--- src/rtl/clf_pkg.sv ---
// Shared types, constants and tables for the Clifford attractor step block.
// No dependencies; every other file imports this package.
package clf_pkg;

	// Point and coefficient format: signed, VALUE_W bits, FRAC_W fraction bits
	localparam int VALUE_W   = 16;
	localparam int FRAC_W    = 12;
	localparam int CFG_IDX_W = 3;
	localparam int NUM_LANES = 4;

	// Angle product, reduction remainder and phase widths
	localparam int PROD_W  = 2 * VALUE_W;
	localparam int REM_W   = 32;
	localparam int PHASE_W = 16;

	// CORDIC widths: residual phase and vector components (scale 2^30)
	localparam int ZW    = PHASE_W + 1;
	localparam int VEC_W = 32;
	localparam int ACC_W = 48;

	// Sequencing: phase takes reciprocal multiply, back-multiply, correction
	localparam int ITER_W    = 5;
	localparam int DIV_STEPS = 3;
	localparam int ROT_STEPS = 14;
	localparam int RES_SHIFT = 30;

	// One turn in angle units (2^(2*FRAC_W) per radian), and an offset of
	// 11 turns that makes every coef*pos product non-negative
	localparam logic [REM_W-1:0] ANG_MOD = 32'd105414357;
	localparam logic [REM_W-1:0] ANG_OFS = 32'd1159557927;

	// Phase = floor(v*2^16/M) mod 2^16; v*PH_RECIP >> RECIP_SHIFT lands on
	// that quotient or one below it
	localparam int RECIP_SHIFT = 42;
	localparam int QEST_W      = 2 * REM_W - RECIP_SHIFT;
	localparam logic [REM_W-1:0] PH_RECIP =
		REM_W'((64'd1 << (RECIP_SHIFT + PHASE_W)) / 64'(ANG_MOD));

	localparam logic signed [VEC_W-1:0] CORDIC_K  = 32'sd652032874;
	localparam logic signed [ZW-1:0]    QTR_TURN  = 17'sd16384;
	localparam logic signed [ZW-1:0]    HALF_TURN = 17'sd32768;

	localparam int SAT_HI = 2 ** (VALUE_W - 1) - 1;
	localparam int SAT_LO = -(2 ** (VALUE_W - 1));

	// Reset values of the configuration registers
	localparam logic signed [VALUE_W-1:0] COEF_A_RST  = VALUE_W'(-5734);
	localparam logic signed [VALUE_W-1:0] COEF_B_RST  = VALUE_W'(6554);
	localparam logic signed [VALUE_W-1:0] COEF_C_RST  = VALUE_W'(4096);
	localparam logic signed [VALUE_W-1:0] COEF_D_RST  = VALUE_W'(2867);
	localparam logic signed [VALUE_W-1:0] START_X_RST = '0;
	localparam logic signed [VALUE_W-1:0] START_Y_RST = '0;

	typedef enum logic [1:0] {
		REQ_STEP    = 2'd0,
		REQ_RESTART = 2'd1,
		REQ_LOAD_X  = 2'd2,
		REQ_LOAD_Y  = 2'd3
	} req_type_t;

	typedef enum logic [CFG_IDX_W-1:0] {
		CFG_COEF_A  = 3'd0,
		CFG_COEF_B  = 3'd1,
		CFG_COEF_C  = 3'd2,
		CFG_COEF_D  = 3'd3,
		CFG_START_X = 3'd4,
		CFG_START_Y = 3'd5
	} cfg_reg_t;

	typedef enum logic [2:0] {
		ST_IDLE,
		ST_MUL,
		ST_PREP,
		ST_DIV,
		ST_CINIT,
		ST_ROT,
		ST_CMUL,
		ST_UPD
	} ctrl_state_t;

	// Controller to datapath commands
	typedef struct packed {
		logic              emit;
		logic              restart;
		logic              load_x;
		logic              load_y;
		logic              mul;
		logic              prep;
		logic              div;
		logic              cinit;
		logic              rot;
		logic              cmul;
		logic              upd;
		logic [ITER_W-1:0] iter;
	} dp_cmd_t;

	// CORDIC rotation angles, 65536 units per turn
	function automatic logic signed [ZW-1:0] atan_val(input logic [3:0] idx);
		logic signed [ZW-1:0] v;
		unique case (idx)
			4'd0:    v = 17'sd8192;
			4'd1:    v = 17'sd4836;
			4'd2:    v = 17'sd2555;
			4'd3:    v = 17'sd1297;
			4'd4:    v = 17'sd651;
			4'd5:    v = 17'sd326;
			4'd6:    v = 17'sd163;
			4'd7:    v = 17'sd81;
			4'd8:    v = 17'sd41;
			4'd9:    v = 17'sd20;
			4'd10:   v = 17'sd10;
			4'd11:   v = 17'sd5;
			4'd12:   v = 17'sd3;
			4'd13:   v = 17'sd1;
			default: v = '0;
		endcase
		return v;
	endfunction

endpackage

--- src/rtl/clf_ctrl.sv ---
// Controller: request handshake, result valid flag and the step sequencer
// driving the datapath commands. Depends on clf_pkg.
module clf_ctrl (
	input  logic             clk,
	input  logic             arst_n,
	input  logic             in_valid,
	input  logic [1:0]       req_type,
	input  logic             out_ready,
	output logic             in_ready,
	output logic             out_valid,
	output clf_pkg::dp_cmd_t cmd
);
	import clf_pkg::*;

	ctrl_state_t       state_q;
	ctrl_state_t       state_d;
	logic [ITER_W-1:0] iter_q;
	logic              out_valid_q;
	logic              accept;
	logic              last_div;
	logic              last_rot;

	// A request is taken when idle and the result slot is free or draining
	assign in_ready = (state_q == ST_IDLE) && (!out_valid_q || out_ready);
	assign accept   = in_valid && in_ready;
	assign last_div = iter_q == ITER_W'(DIV_STEPS - 1);
	assign last_rot = iter_q == ITER_W'(ROT_STEPS - 1);

	// Next state
	always_comb begin
		state_d = state_q;
		unique case (state_q)
			ST_IDLE:  if (accept && req_type == REQ_STEP) state_d = ST_MUL;
			ST_MUL:   state_d = ST_PREP;
			ST_PREP:  state_d = ST_DIV;
			ST_DIV:   if (last_div) state_d = ST_CINIT;
			ST_CINIT: state_d = ST_ROT;
			ST_ROT:   if (last_rot) state_d = ST_CMUL;
			ST_CMUL:  state_d = ST_UPD;
			ST_UPD:   state_d = ST_IDLE;
		endcase
	end

	// Datapath commands
	always_comb begin
		cmd      = '0;
		cmd.iter = iter_q;
		unique case (state_q)
			ST_IDLE: begin
				cmd.emit    = accept && req_type == REQ_STEP;
				cmd.restart = accept && req_type == REQ_RESTART;
				cmd.load_x  = accept && req_type == REQ_LOAD_X;
				cmd.load_y  = accept && req_type == REQ_LOAD_Y;
			end
			ST_MUL:   cmd.mul   = 1'b1;
			ST_PREP:  cmd.prep  = 1'b1;
			ST_DIV:   cmd.div   = 1'b1;
			ST_CINIT: cmd.cinit = 1'b1;
			ST_ROT:   cmd.rot   = 1'b1;
			ST_CMUL:  cmd.cmul  = 1'b1;
			ST_UPD:   cmd.upd   = 1'b1;
		endcase
	end

	// State, iteration counter and result valid
	always_ff @(posedge clk or negedge arst_n) begin
		if (!arst_n) begin
			state_q     <= ST_IDLE;
			iter_q      <= '0;
			out_valid_q <= 1'b0;
		end else begin
			state_q <= state_d;
			iter_q  <= (state_d == state_q) ? iter_q + 1'b1 : '0;
			if (cmd.emit) begin
				out_valid_q <= 1'b1;
			end else if (out_ready) begin
				out_valid_q <= 1'b0;
			end
		end
	end

	assign out_valid = out_valid_q;

endmodule

--- config.mk ---
export PLATFORM = sky130hd
export DESIGN_NAME = clf_ctrl
export DESIGN_NICKNAME = d
export VERILOG_FILES = /design/src/rtl/clf_pkg.sv /design/src/rtl/clf_ctrl.sv
export SDC_FILE = /design/constraint.sdc
export NUM_CORES = 1
export LEC_CHECK = 0
export BUFFER_PORTS_ARGS = -buffer_cell sky130_fd_sc_hd__buf_2
export CORE_AREA = 4 4 41 43
export CTS_CLUSTER_SIZE = 10
export DETAILED_ROUTE_END_ITERATION = 10
export DIE_AREA = 0 0 45 47
export PLACE_DENSITY = 0.73
export REMOVE_ABC_BUFFERS = 1
export SLEW_MARGIN = 10
export SYNTH_ARGS = -nofsm -noshare
export SYNTH_HDL_FRONTEND = slang
export SYNTH_SLANG_ARGS = --single-unit
--- constraint.sdc ---
create_clock -name clk -period 2.29 [get_ports clk]
set_input_delay 0.3435 -clock clk [delete_from_list [all_inputs] [get_ports clk]]
set_output_delay 0.3435 -clock clk [all_outputs]
set_load 0.01 [all_outputs]
## Yosys cells after proc, flatten, opt, wreduce, memory -nomap -nowiden

Cells that the tools add are included.
Widths: inputs -> output; s select.

- $add $sub $neg: 1
- Multiply operators: 0
- Div/mod/pow operators: 0
- Magnitude comparators: 0
- Equality and inequality tests: 13
- Shift operators: 0
- Mux-type cells: 15
- Bitwise gates (word level): 0
- Reduce and logical (&&, ||, !) cells: 11

Operator list:

| operator | number |
|---|---|
| $pmux 3 s8 | 1 |
| $eq 3x3->1 const B | 4 |
| $mux 1 | 9 |
| $mux 3 | 3 |
| $eq 3x2->1 const B | 2 |
| $logic_and 1x1->1 | 6 |
| $add 5x1->5 const B | 1 |
| $eq 5x2->1 const B | 1 |
| $eq 5x4->1 const B | 1 |
| $mux 5 | 1 |
| $eq 2x2->1 const B | 2 |
| $mux 4 | 1 |
| $eq 3x1->1 const B | 1 |
| $eq 3x3->1 | 1 |
| $logic_not 3->1 | 1 |
| $eq 2x1->1 const B | 1 |
| $logic_not 2->1 | 1 |
| $reduce_bool 2->1 | 1 |
| $logic_not 1->1 | 1 |
| $logic_or 1x1->1 | 1 |

- Register bits after elaboration: 9
- Bits in latches: 0
- RAM bits: 0
- Bits in read-only memories: 0
- Word-level logic and storage cells: 43
- Memories: 0

## Logic depth before layout (Yosys ltp)

Gate-level depths: netlist of run 1.

- Word-level depth: 9
- Gate-level depth with buffers: 6

## Least setup slack after synthesis of run 1

No wires, ideal clock.

- Kind: reg-to-reg
- From: register iter_q[0]
- To: register iter_q[0]
- Library setup time: 0.078 ns
- Arrival time: 1.580 ns
- Data required time: 2.212 ns
- Setup slack: 0.632 ns
- Stages on the path, launching flop included: 7
- Period minus slack after synthesis: 1.658 ns
- Cell sequence: dfrtp_1 > inv_1 > ha_1 > nor4b_2 > nor3b_1 > or4_4 > a21oi_1

- Longest elaborated chain between the ends: 5
- Elaborated cells on any way between the ends: 8
- Classes of those cells: 1 x add/sub; 3 x eq/ne; 4 x mux

Ends and longest elaborated chain:

| what | line | text |
|---|---|---|
| start, declared | clf_ctrl.sv:17 | `logic [ITER_W-1:0] iter_q;` |
| start signal, assigned | clf_ctrl.sv:73 | `iter_q <= (state_d == state_q) ? iter_q + 1'b1 : '0;` |
| $eq 5x4->1 or $eq 5x2->1 (tied branches) | clf_ctrl.sv:27, clf_ctrl.sv:26 |  |
| $mux 3 (on tied branches) | clf_ctrl.sv:38, clf_ctrl.sv:36 |  |
| $pmux 3 s8 | clf_ctrl.sv:32 | `unique case (state_q)` |
| $eq 3x3->1 | clf_ctrl.sv:73 |  |
| $mux 5 * | clf_ctrl.sv:73 |  |

Every way passes the cells marked *; elsewhere a longest branch is shown, timed or not.
A chain may end at the register's enable or synchronous reset.

## Final worst setup path of run 1

- From: register iter_q[0]
- To: register iter_q[2]

Same word-level chain as after synthesis.

==> flow_summary_export.csv, run 1 <==
group,metric,value,unit
sta,fin_crit,1.930,ns
synth,syn_avg_cell_area,8.534,um2
floorplanning,die_width,45,um
placed_design,hpwl,984,um
cts,cts-htree-levels,1,
worst_hold_path,hold_class,"primary input to flip-flop",
setup_path,cp_max_fo,6,
placed_design,gp_congestion,0.8113,
detailed_routing,routed_via_density,4.944,
pwr,pwr-share-clk,15.4,%
grt,grt_overflow,0,
sta,whs,0.3895,ns
sta,tns,0,ns
sta,rsz0062_at_grt,"false",
setup_path,start_kind,"flip-flop",
layout,final_cell_mix,"buf_2, nor2_1, dfrtp_1, nand2_1, a21oi_1",
setup_path,criticalPathCategory,"flip-flop to flip-flop",
detailed_routing,vias,529,
worst_hold_path,min_path_cells,3,
cts,clk_latency,0.26,ns
floorplanning,core_area,0.001301,mm2
setup_path,end_kind,"flip-flop",
cts,clk_path_buf_depth,2,
sta,relSlewSlack,61.98,%
grt,grt_pass1_wl,2090,um
setup_path,r2r-end,"iter_q[2]",
sta,final_max_slew_viol_count,0,
setup_path,worstPathRequired,2.41,ns
synth,synthDistinctLibCells,25,
pwr,vdd.ir_drop.worst,0.6128,mV
grt,grt_max_degree,15,
sta,hold_viol,0,
sta,worst_pin_slew,0.5655,ns
floorplanning,die_h,47,um
setup_path,critPathArrivalTime,2.05,ns
detailed_routing,drt-wirelength-per-cell,11.79,um
layout,nNetsFinal,102,
synth,syn_inst,67,
cts,cts_buffers,3,
floorplanning,ioPinCount,24,
pwr,p_seq_share,38.2,%
grt,antenna_found_initial,0,
layout,diodes,0,
worst_hold_path,min_to,"out_valid",
setup_path,r2r_slack,0.36,ns
sta,finalCritPeriodShare,84.27,%
sta,fin_worst_skew,0.002725,ns
floorplanning,start_util,43.94,%
setup_path,reg2reg_depth,6,
pwr,power_switching,343.1,uW
layout,drive_above_1_share,35.87,%
cts,clkTransAtPathRegs,0.06,ns
synth,ys_ff_latch,9,
pwr,sw_frac_of_total,44.46,%
detailed_routing,dr.pass1.iters,4,
placed_design,numPortBuffers,23,
outcome,status,"completed",
layout,layout_commonest_cell,"buf_2",
floorplanning,rows,13,
detailed_routing,drtIter0Drc,12,
sta,setup_viol,0,
detailed_routing,drcViolationCount,0,
grt,grt_pass1_vias,484,
floorplanning,die_area,0.002115,mm2
sta,fmax,518.2,MHz
synth,yosys_warnings,0,
layout,areaGrowthSynthToFinish,27.57,%
worst_hold_path,min_from,"out_ready",
job,drv_cap,0,
pwr,power_density,1058,mW/mm2
detailed_routing,drt_wl_total,1261,um
pwr,combPwrFrac,46.4,%
cts,cts_tree,"done",
pwr,p_total,771.7,uW
cts,clock-sinks,9,
detailed_routing,final_antenna_net_count,0,
cts,root_buffer,"clkbuf_4",
placed_design,placed_cells,102,
synth,ys_seq_area_share,39.39,%
setup_path,timing.rr.start,"iter_q[0]",
layout,fin_cells,107,
synth,syn_area,571.8,um2
pwr,p_leak,0.0004078,uW
pwr,p_int,428.6,uW
grt,globalRouteTotalUtil,13.89,%
## synth_stat cells
master	n	area (um2)
a21oi_1	6	30.03
a2bb2oi_1	1	8.760
and3_1	3	18.77
and4b_1	1	10.01
buf_2	2	10.01
clkbuf_1	1	3.750
dfrtp_1	9	225.2
ha_1	3	37.54
inv_1	3	11.26
inv_2	2	7.510
nand2_1	6	22.52
nand2b_1	1	6.260
nand3_1	4	20.02
nand4b_1	1	8.760
nor2_1	10	37.54
nor3_1	3	15.01
nor3b_1	1	7.510
nor4b_1	1	8.760
nor4b_2	1	15.01
o21ai_0	1	5.000
o31ai_1	1	7.510
or2b_2	2	17.52
or4_4	1	11.26
xnor2_1	1	8.760
xor2_1	2	17.52
## power groups by stage
stage | Combinational, uW | Clock [uW] | Sequential [uW]
finish | 358 | 119 | 295
global route | 407 | 137 | 308
CTS | 363 | 124 | 292
detailed placement | 357 | 0 | 295
global placement | 349 | 0 | 292
floorplan | 233 | 0 | 288
## layer usage
layer | part of all wire, % | global-route usage (%) | vias up
met5 | 0 | 0 | -
met4 | 1.1 | 5.263 | 0
met3 | 7.0 | 5.747 | 4
met2 | 48 | 20.90 | 14
met1 | 44 | 17.80 | 231
li1 | - | - | 280
## cell type report
class	instances	area [um2]
Fill cell	126	571.8
Multi-Input combinational cell	50	314.1
Sequential cell	9	225.2
Timing Repair Buffer	24	125.1
Clock buffer	3	22.52
Inverter	5	18.77
Tap cell	15	18.77
Clock inverter	1	5.005
## critical path: stages, from the launching register on
cell     delay (ns)
dfrtp_1        0.44
inv_1          0.08
ha_1           0.14
nor4b_2        0.34
nor3b_1        0.14
o31ai_1        0.50
a21oi_1        0.14
## worst max-delay path by stage
stage | from | end | cells past startpoint
after global placement | iter_q[0] | iter_q[4] | 6
final | iter_q[0] | iter_q[2] | 6
after CTS | iter_q[0] | iter_q[2] | 6
after floorplan | iter_q[0] | iter_q[0] | 6
after detailed placement | iter_q[0] | iter_q[2] | 6
after global routing | iter_q[0] | iter_q[0] | 6
## per-stage QoR
stage          instance area (um2)  utilization [%]  setup WS [ns]
2_1_floorplan                558.0                -         0.6318
3_3_place_gp                 691.9            53.17         0.4397
3_5_place_dp                 691.9            53.17         0.3949
4_1_cts                      729.5            56.06         0.3812
5_1_grt                      729.5            56.06         0.1651
6_report                     729.5            56.06         0.3601
## state kept, by name (all words and copies together) (netlist names)
name and count:
iter_q 5, state_q 3, out_valid 1
## cells by family (layout without fill, tap and decap cells)
family | Yosys count | count (layout) | share of synthesized area [%]
AOI/OAI and AO/OA | 9 | 9 | 8.972
DFF | 9 | 9 | 39.39
buffers and inverters | 8 | 33 | 5.689
xor gates and xnor gates | 3 | 3 | 4.596
adders and majority gates | 3 | 3 | 6.565
and+or+nand+nor | 35 | 35 | 34.79
## timing repair
action | in CTS | in global routing
resized for setup | 0 | 0
hold endpoints to repair | 9 | 0
setup buffers | 0 | 0
hold buffers | 1 | 0
(Power assumes the default switching activity.)
==> run 2: changes to the inputs <==
==> constraint.sdc (replaced) <==
create_clock -name clk -period 1.85 [get_ports clk]
set_input_delay 0.2775 -clock clk [delete_from_list [all_inputs] [get_ports clk]]
set_output_delay 0.2775 -clock clk [all_outputs]
set_load 0.01 [all_outputs]
==> run 2 against run 1 <==
  * First-iteration DRC count rose by 8.3%
  * Highest routed layer unchanged
  * Routed wire length rose by 24%
  * Critical endpoint is now iter_q[4]
  * Core utilization up 8.8 points
  * Critical path depth is the same
  * Non-clock buffer count increased by 9
  * Global-route usage grew 1.3 points
  * Design area up 16%
  * Cell count grew 8.4%
  * Clock skew rose by 0.0056 ns
==> flow_summary_export.csv, run 2 (synthesis results as in run 1) <==
group,metric,value,unit
outcome,status,"completed",
layout,multi_input_area,357.8,um2
placed_design,gp_congestion,0.8668,
pwr,vdd.ir_drop.worst,0.9218,mV
sta,hold_viol,0,
floorplanning,rows,13,
cts,clk_path_buf_depth,2,
detailed_routing,final_antenna_net_count,0,
sta,setup_viol,0,
grt,grt_overflow,0,
sta,fin_crit,1.824,ns
setup_path,crit_family,"simple AND/OR/NAND/NOR gates",
pwr,power_density,1395,mW/mm2
sta,rsz0062_at_grt,"true",
cts,cts_tree,"done",
detailed_routing,drtIter0Drc,13,
sta,finalCritPeriodShare,98.59,%
layout,fin_cells,116,
layout,areaGrowthSynthToFinish,47.48,%
detailed_routing,drt_wl_total,1558,um
worst_hold_path,hold_class,"primary input to flip-flop",
layout,layout_commonest_cell,"buf_2",
grt,grt_max_degree,10,
setup_path,criticalPathCategory,"flip-flop to flip-flop",
cts,cts-htree-levels,1,
placed_design,numPortBuffers,23,
detailed_routing,drcViolationCount,0,
grt,antenna_found_initial,0,
pwr,p_seq_share,31.2,%
job,drv_cap,0,
pwr,power_switching,505.9,uW
sta,worst_pin_slew,0.2799,ns
layout,nNetsFinal,111,
floorplanning,die_h,47,um
detailed_routing,vias,603,
setup_path,start_kind,"flip-flop",
setup_path,critPathArrivalTime,2.00,ns
sta,fin_worst_skew,0.008276,ns
layout,n_fill_cell,115,
cts,root_buffer,"clkbuf_4",
layout,final_core_utilization,64.81,%
detailed_routing,routed_via_density,5.198,
pwr,pwr-share-clk,12.2,%
pwr,sw_frac_of_total,43.01,%
setup_path,worstPathRequired,2.03,ns
layout,drive_above_1_share,50.50,%
layout,final_cell_mix,"buf_2, nor2_1, buf_4, nand2_1, dfrtp_1",
floorplanning,core_area,0.001301,mm2
placed_design,hpwl,1096,um
cts,clkTransAtPathRegs,0.06,ns
floorplanning,die_width,45,um
sta,fmax,548.3,MHz
sta,final_max_slew_viol_count,0,
grt,globalRouteTotalUtil,15.20,%
setup_path,worstPathCellList,"inv_1 > ha_1 > nand4b_1 > a2bb2oi_2 > or4_4 > a21oi_1",
floorplanning,start_util,43.94,%
floorplanning,die_area,0.002115,mm2
setup_path,worst_path_largest_cell_delay,0.54,ns
cts,clk_latency,0.26,ns
pwr,combPwrFrac,56.7,%
detailed_routing,dr.pass1.iters,4,
layout,largest_reg_flops,5,
pwr,p_leak,0.0004520,uW
floorplanning,ioPinCount,24,
placed_design,placed_cells,104,
cts,clock-sinks,9,
setup_path,cp_slowest_cell,"or4_4",
grt,grt_pass1_vias,503,
layout,regArea,229.0,um2
cts,cts_buffers,3,
setup_path,end_kind,"flip-flop",
setup_path,cp_max_fo,5,
detailed_routing,drt-wirelength-per-cell,13.43,um
layout,largest_register,"iter_q",
setup_path,path_buf_inv,1,
grt,grt_pass1_wl,2256,um
layout,diodes,0,
sta,relSlewSlack,81.08,%
pwr,p_int,670.3,uW
## run 2: what timing repair did
action	4_1_cts	5_1_grt
hold endpoints to repair	9	0
setup buffers	0	7
gates resized for setup	2	10
setup endpoints to repair	5	8
pin swaps	0	3
hold buffers	1	0
## run 2: metrics by stage
stage / area, um2 / setup slack [ns] / hold slack (ns) / setup TNS, ns / power (uW)
2_1_floorplan: 558.0 / 0.1918 / -0.01809 / 0 / 645.8
3_3_place_gp: 706.9 / 0.09600 / 0.1361 / 0 / 820.3
3_5_place_dp: 706.9 / -0.01685 / 0.1350 / -0.05548 / 839.7
4_1_cts: 750.7 / 0.04049 / 0.3411 / 0 / 1003
5_1_grt: 843.3 / -0.07188 / 0.3527 / -0.3103 / 1271
6_report: 843.3 / 0.02603 / 0.3448 / 0 / 1176
## run 2: power by group through the flow
stage               clock network [uW]  logic [uW]  registers [uW]
global route                       163         726             381
CTS                                150         500             353
floorplan                            0         289             357
detailed placement                   0         488             352
finish                             143         667             367
global placement                     0         476             344
## run 2: layer usage
layer  up-vias  track usage [%]  share of wire, %
li1        298                -                 -
met1       273            18.16                40
met2        26            24.29                52
met3         6            4.598               6.2
met4         0            8.772               2.4
met5         -                0                 0
## run 2: worst paths after layout
| path | start | end | slack, ns | cells after the start |
|---|---|---|---|---|
| worst max-delay path | iter_q[1] | iter_q[4] | 0.03 | 6 |
| worst min-delay path | out_ready | out_valid | 0.34 | 3 |
| worst max register to register | iter_q[1] | iter_q[4] | 0.03 | 6 |
| worst min register to register | out_valid | out_valid | 0.53 | 2 |
| max in group asynchronous | arst_n | state_q[0] | 1.25 | 2 |
| min in group asynchronous | arst_n | iter_q[3] | 0.40 | 2 |
## run 2: layout make-up
type                    count  share of cell area, %
clock buffers               4                  3.116
inverters                   5                  2.226
multi-input cells          50                  42.43
flip-flops and latches      9                  27.15
well taps                  15                  2.226
repair buffers             33                  22.85
## run 2: worst register-to-register path: stages (launching register included)
cell and delay (ns):
dfrtp_1 0.42, inv_1 0.08, ha_1 0.13, nand4b_1 0.17, a2bb2oi_2 0.24, or4_4 0.54
a21oi_1 0.18
==> run 3: changes to the inputs <==
--- a/config.mk
+++ b/config.mk
@@ -6,11 +6,16 @@
 export NUM_CORES = 1
 export LEC_CHECK = 0
 export BUFFER_PORTS_ARGS = -buffer_cell sky130_fd_sc_hd__buf_2
-export CORE_AREA = 4 4 41 43
+export CELL_PAD_IN_SITES_DETAIL_PLACEMENT = 1
+export CELL_PAD_IN_SITES_GLOBAL_PLACEMENT = 2
+export CORE_ASPECT_RATIO = 1.4
+export CORE_MARGIN = 4
+export CORE_UTILIZATION = 25
 export CTS_CLUSTER_SIZE = 10
 export DETAILED_ROUTE_END_ITERATION = 10
-export DIE_AREA = 0 0 45 47
-export PLACE_DENSITY = 0.73
+export GPL_ROUTABILITY_DRIVEN = 0
+export GPL_TIMING_DRIVEN = 1
+export PLACE_DENSITY_LB_ADDON = 0.1
 export REMOVE_ABC_BUFFERS = 1
 export SLEW_MARGIN = 10
 export SYNTH_ARGS = -nofsm -noshare
==> run 3 against run 2 <==
  * Via count down 2.7%
  * Setup slack better by 0.021 ns
  * Design area down 5.3%
  * Sequential share of layout area up 1.2 points
  * Worst hold slack about the same
  * Sequential cell count unchanged
  * Die area up 48%
  * Sequential power down 5%
  * Total power down 7.8%
  * Clock skew down 0.0075 ns
  * Fmax up 1.2%
  * Count of clock-buffer cells in the layout unchanged
==> flow_summary_export.csv, run 3 (synthesis results as in run 1) <==
group,metric,value,unit
pwr,power_switching,479.7,uW
setup_path,worstSetupEndpoint,"iter_q[4]",
layout,drive_above_1_share,43.75,%
cts,clock-sinks,9,
detailed_routing,vias,587,
layout,multi_input_area,344.1,um2
setup_path,cp_max_fo,5,
floorplanning,die_width,48.42,um
grt,antenna_found_initial,0,
placed_design,placed_cells,113,
placed_design,numPortBuffers,23,
pwr,vdd.ir_drop.worst,0.5591,mV
setup_path,reg2reg_depth,6,
cts,post_cts_buffers,0,
grt,grt_max_degree,11,
detailed_routing,drtIter0Drc,7,
cts,root_buffer,"clkbuf_4",
grt,grt_pass1_wl,2773,um
pwr,p_seq_share,32.3,%
cts,clk_latency,0.26,ns
setup_path,critPathArrivalTime,1.99,ns
pwr,p_int,604.4,uW
pwr,sw_frac_of_total,44.25,%
cts,clk_path_buf_depth,2,
setup_path,start_kind,"flip-flop",
outcome,status,"completed",
setup_path,worstPathRequired,2.04,ns
sta,finalCritPeriodShare,97.44,%
cts,cts-htree-levels,1,
setup_path,end_kind,"flip-flop",
setup_path,r2r-end,"iter_q[4]",
setup_path,timing.rr.start,"iter_q[1]",
cts,cts_tree,"done",
sta,fin_crit,1.803,ns
floorplanning,core_area,0.002177,mm2
grt,grt_pass1_vias,603,
sta,fmax,554.7,MHz
placed_design,hpwl,1277,um
layout,n_fill_cell,275,
detailed_routing,dr.pass1.iters,2,
layout,largest_reg_flops,5,
pwr,p_total,1084,uW
sta,relSlewSlack,69.12,%
pwr,pwr-share-clk,14.5,%
sta,fin_worst_skew,0.0007610,ns
layout,fin_cells,118,
detailed_routing,routed_via_density,4.975,
floorplanning,die_h,64.59,um
layout,largest_register,"iter_q",
sta,worst_pin_slew,0.4604,ns
floorplanning,die_area,0.003127,mm2
sta,rsz0062_at_grt,"true",
grt,globalRouteTotalUtil,11.31,%
job,drv_cap,0,
sta,final_max_slew_viol_count,0,
pwr,power_density,1358,mW/mm2
worst_hold_path,min_from,"out_ready",
pwr,p_leak,0.0004281,uW
layout,areaGrowthSynthToFinish,39.61,%
setup_path,criticalPathCategory,"flip-flop to flip-flop",
setup_path,r2r_slack,0.05,ns
floorplanning,start_util,26.26,%
detailed_routing,final_antenna_net_count,0,
cts,cts_buffers,3,
grt,grt_overflow,0,
sta,setup_viol,0,
detailed_routing,drcViolationCount,0,
floorplanning,ioPinCount,24,
detailed_routing,drt_wl_total,1647,um
setup_path,critPathLaunch,"iter_q[1]",
layout,diodes,0,
cts,clkTransAtPathRegs,0.06,ns
layout,regArea,226.5,um2
layout,nNetsFinal,106,
pwr,combPwrFrac,53.2,%
detailed_routing,drt-wirelength-per-cell,13.96,um
layout,layout_commonest_cell,"buf_2",
worst_hold_path,hold_class,"primary input to flip-flop",
layout,final_cell_mix,"buf_2, nor2_1, dfrtp_1, nand2_1",
sta,hold_viol,0,
floorplanning,rows,20,
run 3: changes by cell type in the layout (fill, tap and decap cells not counted), sizes merged:
cell	delta
buf	-5
run 3: worst min path at each step:
stage / cells past startpoint / endpoint
detailed placement: 1 / out_valid
finish: 3 / out_valid
global placement: 1 / out_valid
CTS: 3 / out_valid
floorplan: 0 / iter_q[0]
global route: 3 / out_valid
run 3: worst max-delay path, cell delays in order, from the launching register on:
cell       delay, ns
dfrtp_1         0.43
inv_1           0.08
ha_1            0.13
nand4b_1        0.15
a2bb2oi_2       0.22
or4_4           0.53
a21oi_1         0.18
run 3: metal layers:
layer  wire length [um]  share of wire [%]  GRT usage, %
met5                  0                  0             0
met4                 43                2.6         7.266
met3                105                6.4         3.678
met2                886                 54         20.59
met1                612                 37         10.50
run 3: layout make-up:
cell class,count,area share [%]
Clock buffer,4,3.292
Multi-Input combinational cell,50,43.10
Sequential cell,9,28.37
Tap cell,22,3.448
Inverter,5,2.351
Timing Repair Buffer,28,19.44
run 3: power groups by stage:
| stage | clock network [uW] | registers, uW | logic, uW |
|---|---|---|---|
| CTS | 162 | 344 | 535 |
| finish | 157 | 350 | 577 |
| detailed placement | 0 | 348 | 531 |
| global route | 175 | 364 | 645 |
| global placement | 0 | 344 | 533 |
| floorplan | 0 | 357 | 289 |
run 3: metrics by stage:
step	TNS, ns	worst slack, ns	util [%]	area [um2]	hold slack (ns)
3_5_place_dp	0	0.04418	33.56	730.7	0.1440
2_1_floorplan	0	0.1918	-	558.0	-0.01809
3_3_place_gp	0	0.03240	33.56	730.7	0.1471
4_1_cts	0	0.009410	35.23	767.0	0.3319
5_1_grt	-0.1281	-0.04521	36.67	798.3	0.3793
6_report	0	0.04736	36.67	798.3	0.3447
run 3: repair_timing:
action,4_1_cts,5_1_grt
resized for setup,0,7
endpoints found under the hold margin,9,0
hold buffers,1,0
setup endpoints to repair,0,8
